===== src/design/cppm_pkg.sv =====
// ----------------------------------------------------------------------------
// cppm_pkg
// Types and codes shared by the combined PPM frame decoder: the request and
// response payloads, the function codes and the register indexes.
// ----------------------------------------------------------------------------
package cppm_pkg;

   // Function codes carried by a request item.
   localparam logic FUNC_EDGE = 1'b0;   // captured edge timestamp
   localparam logic FUNC_READ = 1'b1;   // read one latched channel

   // Register indexes on the configuration port.
   localparam int  CSR_INDEX_W       = 1;
   localparam logic [CSR_INDEX_W-1:0] CSR_SYNC_GAP      = 1'b0;
   localparam logic [CSR_INDEX_W-1:0] CSR_CHANNEL_COUNT = 1'b1;

   localparam int  CSR_DATA_W   = 32;
   localparam int  TIME_W       = 32;
   localparam int  COUNT_CFG_W  = 5;
   localparam int  CHAN_IDX_W   = 8;

   localparam logic [TIME_W-1:0]      SYNC_GAP_RESET      = 32'd3000;
   localparam logic [COUNT_CFG_W-1:0] CHANNEL_COUNT_RESET = 5'd8;

   typedef struct packed {
      logic                  func;
      logic [TIME_W-1:0]     edge_time;
      logic [CHAN_IDX_W-1:0] channel_index;
   } req_type;

   typedef struct packed {
      logic [TIME_W-1:0] channel_value;
      logic              frame_ready;
      logic              frame_done;
   } rsp_type;

endpackage


===== src/design/cppm_frame_decoder.sv =====
// ----------------------------------------------------------------------------
// cppm_frame_decoder
// Decodes a combined PPM stream from captured edge timestamps and serves
// reads of the most recently completed frame.
// ----------------------------------------------------------------------------
//
//   Port group  Direction  Handshake            Payload
//   req_        in         req_valid/req_stall  cppm_pkg::req_type
//   rsp_        out        rsp_valid/rsp_stall  cppm_pkg::rsp_type
//   csr_        in         csr_valid/csr_ready  csr_index, csr_data
//
// Every item is processed in the cycle it is accepted: the interval math,
// the sync test, the width store, the frame latch and the channel read all
// sit between the state registers and the response register. One item per
// cycle is sustained while req_stall is low; each result is registered.
// Reset is synchronous and active high. It clears the control state and the
// frame image and loads sync_gap = 3000 and channel_count = 8. A response
// register backed by a one-item skid buffer keeps accepting while a result
// waits; req_stall rises only once both are full and the consumer stalls.
// csr_ready is always high; registers must be written only while idle, which the block does not enforce.
//
module cppm_frame_decoder #(
   parameter int MAX_CHANNELS = 16
) (
   input  logic                                   clock,
   input  logic                                   reset,

   input  logic                                   req_valid,
   output logic                                   req_stall,
   input  cppm_pkg::req_type                      req_data,

   output logic                                   rsp_valid,
   input  logic                                   rsp_stall,
   output cppm_pkg::rsp_type                      rsp_data,

   input  logic                                   csr_valid,
   output logic                                   csr_ready,
   input  logic [cppm_pkg::CSR_INDEX_W-1:0]       csr_index,
   input  logic [cppm_pkg::CSR_DATA_W-1:0]        csr_data
);
   import cppm_pkg::*;

   // Width of a channel counter (holds 0..MAX_CHANNELS) and of an array index.
   localparam int CNT_W = $clog2(MAX_CHANNELS + 1);
   localparam int IDX_W = (MAX_CHANNELS > 1) ? $clog2(MAX_CHANNELS) : 1;
   // Common width for comparing the 5-bit count setting against the depth.
   localparam int CMP_W = 9;

   // Configuration registers.
   logic [TIME_W-1:0]      sync_gap_ff;
   logic [COUNT_CFG_W-1:0] channel_count_ff;

   // Decoder state.
   logic [TIME_W-1:0] prev_time_ff,  prev_time_in;
   logic [CNT_W-1:0]  pulse_count_ff, pulse_count_in;
   logic              in_frame_ff,   in_frame_in;
   logic              new_frame_ff,  new_frame_in;
   logic [TIME_W-1:0] working_ff [MAX_CHANNELS];
   logic [TIME_W-1:0] working_in [MAX_CHANNELS];
   logic [TIME_W-1:0] image_ff   [MAX_CHANNELS];
   logic [TIME_W-1:0] image_in   [MAX_CHANNELS];

   // Response register and skid buffer.
   logic    rsp_valid_ff;
   rsp_type rsp_data_ff;
   logic    skid_valid_ff;
   rsp_type skid_data_ff;

   logic              req_accept;
   logic              rsp_take;
   logic [CNT_W-1:0]  eff_count;
   logic [TIME_W-1:0] interval;
   logic [IDX_W-1:0]  rd_idx;
   rsp_type           result;

   assign req_accept = req_valid && !req_stall;
   assign rsp_take   = rsp_valid_ff && !rsp_stall;
   assign req_stall  = skid_valid_ff;
   assign rsp_valid  = rsp_valid_ff;
   assign rsp_data   = rsp_data_ff;
   assign csr_ready  = 1'b1;

   // Effective channel count: a setting of zero acts as one, and a setting
   // above the array depth acts as the depth.
   always_comb begin
      priority if (channel_count_ff == '0) begin
         eff_count = CNT_W'(1);
      end else if (CMP_W'(channel_count_ff) > CMP_W'(MAX_CHANNELS)) begin
         eff_count = CNT_W'(MAX_CHANNELS);
      end else begin
         eff_count = CNT_W'(channel_count_ff);
      end
   end

   // The interval wraps modulo 2^32 along with the capture timer.
   assign interval = req_data.edge_time - prev_time_ff;

   // A read index at or past the last channel is clamped to the last one.
   always_comb begin
      if (CMP_W'(req_data.channel_index) >= CMP_W'(eff_count)) begin
         rd_idx = IDX_W'(eff_count - CNT_W'(1));
      end else begin
         rd_idx = IDX_W'(req_data.channel_index);
      end
   end

   // Single-pass item processing.
   always_comb begin
      prev_time_in   = prev_time_ff;
      pulse_count_in = pulse_count_ff;
      in_frame_in    = in_frame_ff;
      new_frame_in   = new_frame_ff;
      working_in     = working_ff;
      image_in       = image_ff;

      result.channel_value = '0;
      result.frame_ready   = new_frame_ff;
      result.frame_done    = 1'b0;

      if (req_accept) begin
         if (req_data.func == FUNC_READ) begin
            result.channel_value = image_ff[rd_idx];
            new_frame_in         = 1'b0;
         end else begin
            prev_time_in = req_data.edge_time;
            if (interval > sync_gap_ff) begin
               // A long gap opens a frame, also in the middle of one.
               pulse_count_in = '0;
               in_frame_in    = 1'b1;
            end else if (in_frame_ff && (pulse_count_ff < eff_count)) begin
               working_in[pulse_count_ff[IDX_W-1:0]] = interval;
               pulse_count_in = pulse_count_ff + CNT_W'(1);
            end

            // The frame closes once the count is reached. This also catches a
            // count lowered below the number of widths already collected.
            if (in_frame_in && (pulse_count_in >= eff_count)) begin
               for (int i = 0; i < MAX_CHANNELS; i++) begin
                  if (CNT_W'(i) < eff_count) begin
                     image_in[i] = working_in[i];
                  end
               end
               in_frame_in       = 1'b0;
               pulse_count_in    = '0;
               new_frame_in      = 1'b1;
               result.frame_done = 1'b1;
            end
         end
      end
   end

   // Configuration writes.
   always_ff @(posedge clock) begin
      if (reset) begin
         sync_gap_ff      <= SYNC_GAP_RESET;
         channel_count_ff <= CHANNEL_COUNT_RESET;
      end else if (csr_valid && csr_ready) begin
         unique case (csr_index)
            CSR_SYNC_GAP:      sync_gap_ff      <= csr_data;
            CSR_CHANNEL_COUNT: channel_count_ff <= csr_data[COUNT_CFG_W-1:0];
            default: ;
         endcase
      end
   end

   // Decoder state and frame image.
   always_ff @(posedge clock) begin
      if (reset) begin
         prev_time_ff   <= '0;
         pulse_count_ff <= '0;
         in_frame_ff    <= 1'b0;
         new_frame_ff   <= 1'b0;
         for (int i = 0; i < MAX_CHANNELS; i++) begin
            image_ff[i] <= '0;
         end
      end else begin
         prev_time_ff   <= prev_time_in;
         pulse_count_ff <= pulse_count_in;
         in_frame_ff    <= in_frame_in;
         new_frame_ff   <= new_frame_in;
         image_ff       <= image_in;
      end
   end

   // The working widths are only read after they have been written.
   always_ff @(posedge clock) begin
      working_ff <= working_in;
   end

   // Response register with skid buffer.
   always_ff @(posedge clock) begin
      if (reset) begin
         rsp_valid_ff  <= 1'b0;
         skid_valid_ff <= 1'b0;
      end else begin
         if (skid_valid_ff) begin
            if (rsp_take) begin
               skid_valid_ff <= 1'b0;
            end
         end else if (req_accept) begin
            if (rsp_valid_ff && !rsp_take) begin
               skid_valid_ff <= 1'b1;
            end else begin
               rsp_valid_ff <= 1'b1;
            end
         end else if (rsp_take) begin
            rsp_valid_ff <= 1'b0;
         end
      end
   end

   always_ff @(posedge clock) begin
      if (skid_valid_ff) begin
         if (rsp_take) begin
            rsp_data_ff <= skid_data_ff;
         end
      end else if (req_accept) begin
         if (rsp_valid_ff && !rsp_take) begin
            skid_data_ff <= result;
         end else begin
            rsp_data_ff <= result;
         end
      end
   end

   // ------------------------------------------------------------------------
   // Assertions
   // ------------------------------------------------------------------------

   // The skid buffer only fills behind a waiting response.
   a_skid_behind_rsp: assert property (@(posedge clock) disable iff (reset)
      skid_valid_ff |-> rsp_valid_ff)
      else $error("skid buffer holds an item while the response register is empty");

   // Outside a frame no widths are being counted.
   a_idle_count_zero: assert property (@(posedge clock) disable iff (reset)
      !in_frame_ff |-> (pulse_count_ff == '0))
      else $error("pulse count nonzero while waiting for sync");

   // A frame that completes raises the new-frame flag for the next item.
   a_done_sets_flag: assert property (@(posedge clock) disable iff (reset)
      (req_accept && result.frame_done) |=> new_frame_ff)
      else $error("completed frame did not set the new-frame flag");

   // A read clears the new-frame flag.
   a_read_clears_flag: assert property (@(posedge clock) disable iff (reset)
      (req_accept && (req_data.func == FUNC_READ)) |=> !new_frame_ff)
      else $error("channel read left the new-frame flag set");

endmodule

===== config.mk =====
export PLATFORM = sky130hd
export DESIGN_NAME = cppm_frame_decoder
export DESIGN_NICKNAME = d
export VERILOG_FILES = /design/src/design/cppm_pkg.sv /design/src/design/cppm_frame_decoder.sv
export SDC_FILE = /design/constraint.sdc
export NUM_CORES = 2
export LEC_CHECK = 0
export ABC_AREA = 1
export BUFFER_PORTS_ARGS = -buffer_cell sky130_fd_sc_hd__clkbuf_2
export CAP_MARGIN = 30
export CORE_MARGIN = 2
export CORE_UTILIZATION = 45
export CTS_CLUSTER_SIZE = 28
export DETAILED_ROUTE_END_ITERATION = 6
export PLACE_DENSITY = 0.6
export SLEW_MARGIN = 20
export SYNTH_ARGS = -nofsm -noshare
export SYNTH_HDL_FRONTEND = slang
export SYNTH_SLANG_ARGS = --single-unit

===== constraint.sdc =====
create_clock -name clock -period 32.1 [get_ports clock]
set_clock_uncertainty 0.2 [all_clocks]
set_input_delay 6.42 -clock clock [delete_from_list [all_inputs] [get_ports clock]]
set_output_delay 6.42 -clock clock [all_outputs]
set_load 0.01 [all_outputs]

==> results.sh <==
export IMPL_status="finished with violations"
export IMPL_violations="design-rule violations"
export IMPL_critPathMaxFanout=65
export IMPL_cts_root_buf="clkbuf_16"
export IMPL_hold_slack_ns=0.235
export IMPL_hold_depth=0
export IMPL_cap_violations=0
export IMPL_met1_usage_pct=42.9
export IMPL_dr_pass1_iters=7
export IMPL_wl_mm=198
export IMPL_slowest_stage="inv_1"
export IMPL_postCtsHoldBufs=0
export IMPL_synth_edff_count=580
export IMPL_antenna_found_initial=5
export IMPL_finalWorstSetupSlack_ns=18.30
export IMPL_worst_path_largest_cell_delay_ns=0.71
export IMPL_vias=49200
export IMPL_arrival_ns=14.29
export IMPL_yosysWarnings=0
export IMPL_cts_sinks=1170
export IMPL_worst_pin_slew_ns=1.16
export IMPL_vias_per_cell=5.48
export IMPL_ctsResizeCount=0
export IMPL_cp_end_kind="flip-flop"
export IMPL_place_ws_ns=17.69
export IMPL_avgRoutedWirePerCell_microns=22.0
export IMPL_dieWidth_microns=358
export IMPL_htreeDepth=4
export IMPL_port_buffers=114
export IMPL_drv_slew=0
export IMPL_finalNetCount=7377
export IMPL_finalCritPeriodShare_pct=43.0
export IMPL_slew_headroom_pct=22.3
export IMPL_cpMostUsedCell="nand2_1"
export IMPL_grt_total_usage_pct=30.5
export IMPL_clk_latency_ns=0.77
export IMPL_total_power_mw=3.86
export IMPL_drive_gt1_share_pct=6.97
export IMPL_cts_buffers=130
export IMPL_clk_pin_slew_ns=0.06
export IMPL_ant_nets=0
export IMPL_setup_viol=0
export IMPL_drtIter0Drc=5812
export IMPL_final_common_cell="nand2_1"
export IMPL_gp_congestion=0.912
export IMPL_met3_usage_pct=4.89
export IMPL_start_util_pct=45.2
export IMPL_grt_first_pass_wirelength_mm=294
export IMPL_grt_ovfl_total=0
export IMPL_syn_area_per_cell_sq_um=7.71
export IMPL_vdd_ir_drop_max_mv=0.0576
export IMPL_async_flop_share_pct=0
export IMPL_multiInputGateArea_sq_um=22300
export IMPL_rsz0062_at_grt="no"
export IMPL_final_cell_mix="nand2_1, nor2_1, inv_1, nand3_1, dfxtp_1"
export IMPL_synth_cell_types=53
export IMPL_grt_max_degree=160
export IMPL_r2r_cells=33
export IMPL_io_pins=116
export IMPL_row_count=130
export IMPL_dp_hpwl_mm=120
export IMPL_placed_area_sq_um=58100
export IMPL_fin_tns_setup_ns=0
export IMPL_hold_path_class="reg -> reg"
export IMPL_syn_nets=7491
export IMPL_cp_required_ns=32.59
export IMPL_cts_tree="built"
export IMPL_syn2layout_area_growth_pct=10.3
export IMPL_hold_viol_final=0
export IMPL_fin_crit_ns=13.80
export IMPL_leakagePower_nw=26.8
export IMPL_p_per_area_nw_per_um2=61.9
export IMPL_fill_cells=12100
export IMPL_design_core_area_sq_um=125000
export IMPL_netlist_instances=7329
export IMPL_seqCellArea_sq_um=29200
export IMPL_grt_busiest_layer="met2"
export IMPL_max_freq_mhz=72.5
export IMPL_criticalPathCategory="in -> reg"
export IMPL_fp_dieArea_sq_um=128000
export IMPL_synth_seq_cells=1170
export IMPL_cts_setup_buffers=0
export IMPL_use_met2_pct=47.0
export IMPL_syn_area_sq_um=56500
export IMPL_cts_buffer_depth=3
export IMPL_stdcell_area_sq_um=62300
export IMPL_grt_pass1_vias=45800
export IMPL_drc=1
export IMPL_start_kind="input port"
export IMPL_ys_flop_type="dfxtp_1"
export IMPL_die_y_microns=358
export IMPL_ys_seq_area_share_pct=51.7
-- per-stage QoR --
stage	utilization, %	instances
floorplan	-	7329
global placement	46.3	8720
detailed placement	46.5	8730
CTS	49.8	8968
global route	49.8	8971
finish	49.8	8972
-- cell usage after synthesis, drive strengths merged (5+ instances only) --
master  number  area share, %
dfxtp      590             21
o21ai      706            6.4
o211ai      10           0.14
clkbuf     228            1.5
edfxtp     580             31
buf        241            2.4
ha          82            1.8
xor2         7           0.11
nand2     2163             14
nor2       860            5.8
nand3      637            5.9
o21a         5          0.066
inv        791            5.3
nand4      152            1.8
nand3b      14           0.19
a21oi      234            2.1
nor3         6          0.053
-- cell type report --
type / count / area share [%]
sequential: 1170 / 46.9
multi-input combinational: 4897 / 35.8
antenna: 1 / 0.00402
timing repair buffer: 223 / 2.58
clock inverter: 36 / 0.566
tap: 1650 / 3.31
inverter: 793 / 4.79
clock buffer: 202 / 6.03
-- logic make-up (layout without fill, tap and decap cells) --
| logic type | count (synthesis) | in the layout | share of synthesized area (%) |
|---|---|---|---|
| fa+ha+maj | 83 | 83 | 1.85 |
| buf+inv | 1262 | 1254 | 9.16 |
| other cells | 1 | 2 | 0.00664 |
| compound gates | 964 | 964 | 8.85 |
| xor+xnor | 10 | 10 | 0.155 |
| simple gates | 3839 | 3839 | 28.3 |
| flops | 1170 | 1170 | 51.7 |
-- registers in the layout, summed over array words and instances (netlist names), 5 cells and up --
register / count
image_ff: 512
working_ff: 512
rsp_data: 34
skid_data_ff: 34
prev_time_ff: 32
sync_gap_ff: 32
channel_count_ff: 5
pulse_count_ff: 5
-- worst max-delay path: cells and delay by family --
kind	cells	cell delay, ns
AOI/OAI and AO/OA	5	0.73
and+or+nand+nor	19	3.95
adders and majority gates	4	1.13
buffers and inverters	7	1.93
-- metal layers --
metal / up-vias / share of wire (%)
li1: 23400 / -
met1: 23000 / 43
met2: 2369 / 43
met3: 369 / 9.4
met4: 2 / 4.1
met5: - / 0.0076
-- power by group --
group	internal, mW	switching, mW	total (mW)
Sequential	1.64	0.0276	1.67
Combinational	0.169	0.545	0.715
Clock	0.842	0.634	1.48
-- worst paths after layout --
kind	startpoint	slack (ns)	to
max	req_data[8]	18.30	image_ff[23]
min	new_frame_ff	0.24	skid_data_ff[1]
min reg2reg	new_frame_ff	0.24	skid_data_ff[1]
max reg2reg	prev_time_ff[0]	23.78	image_ff[23]
(Power assumes the default switching activity.)
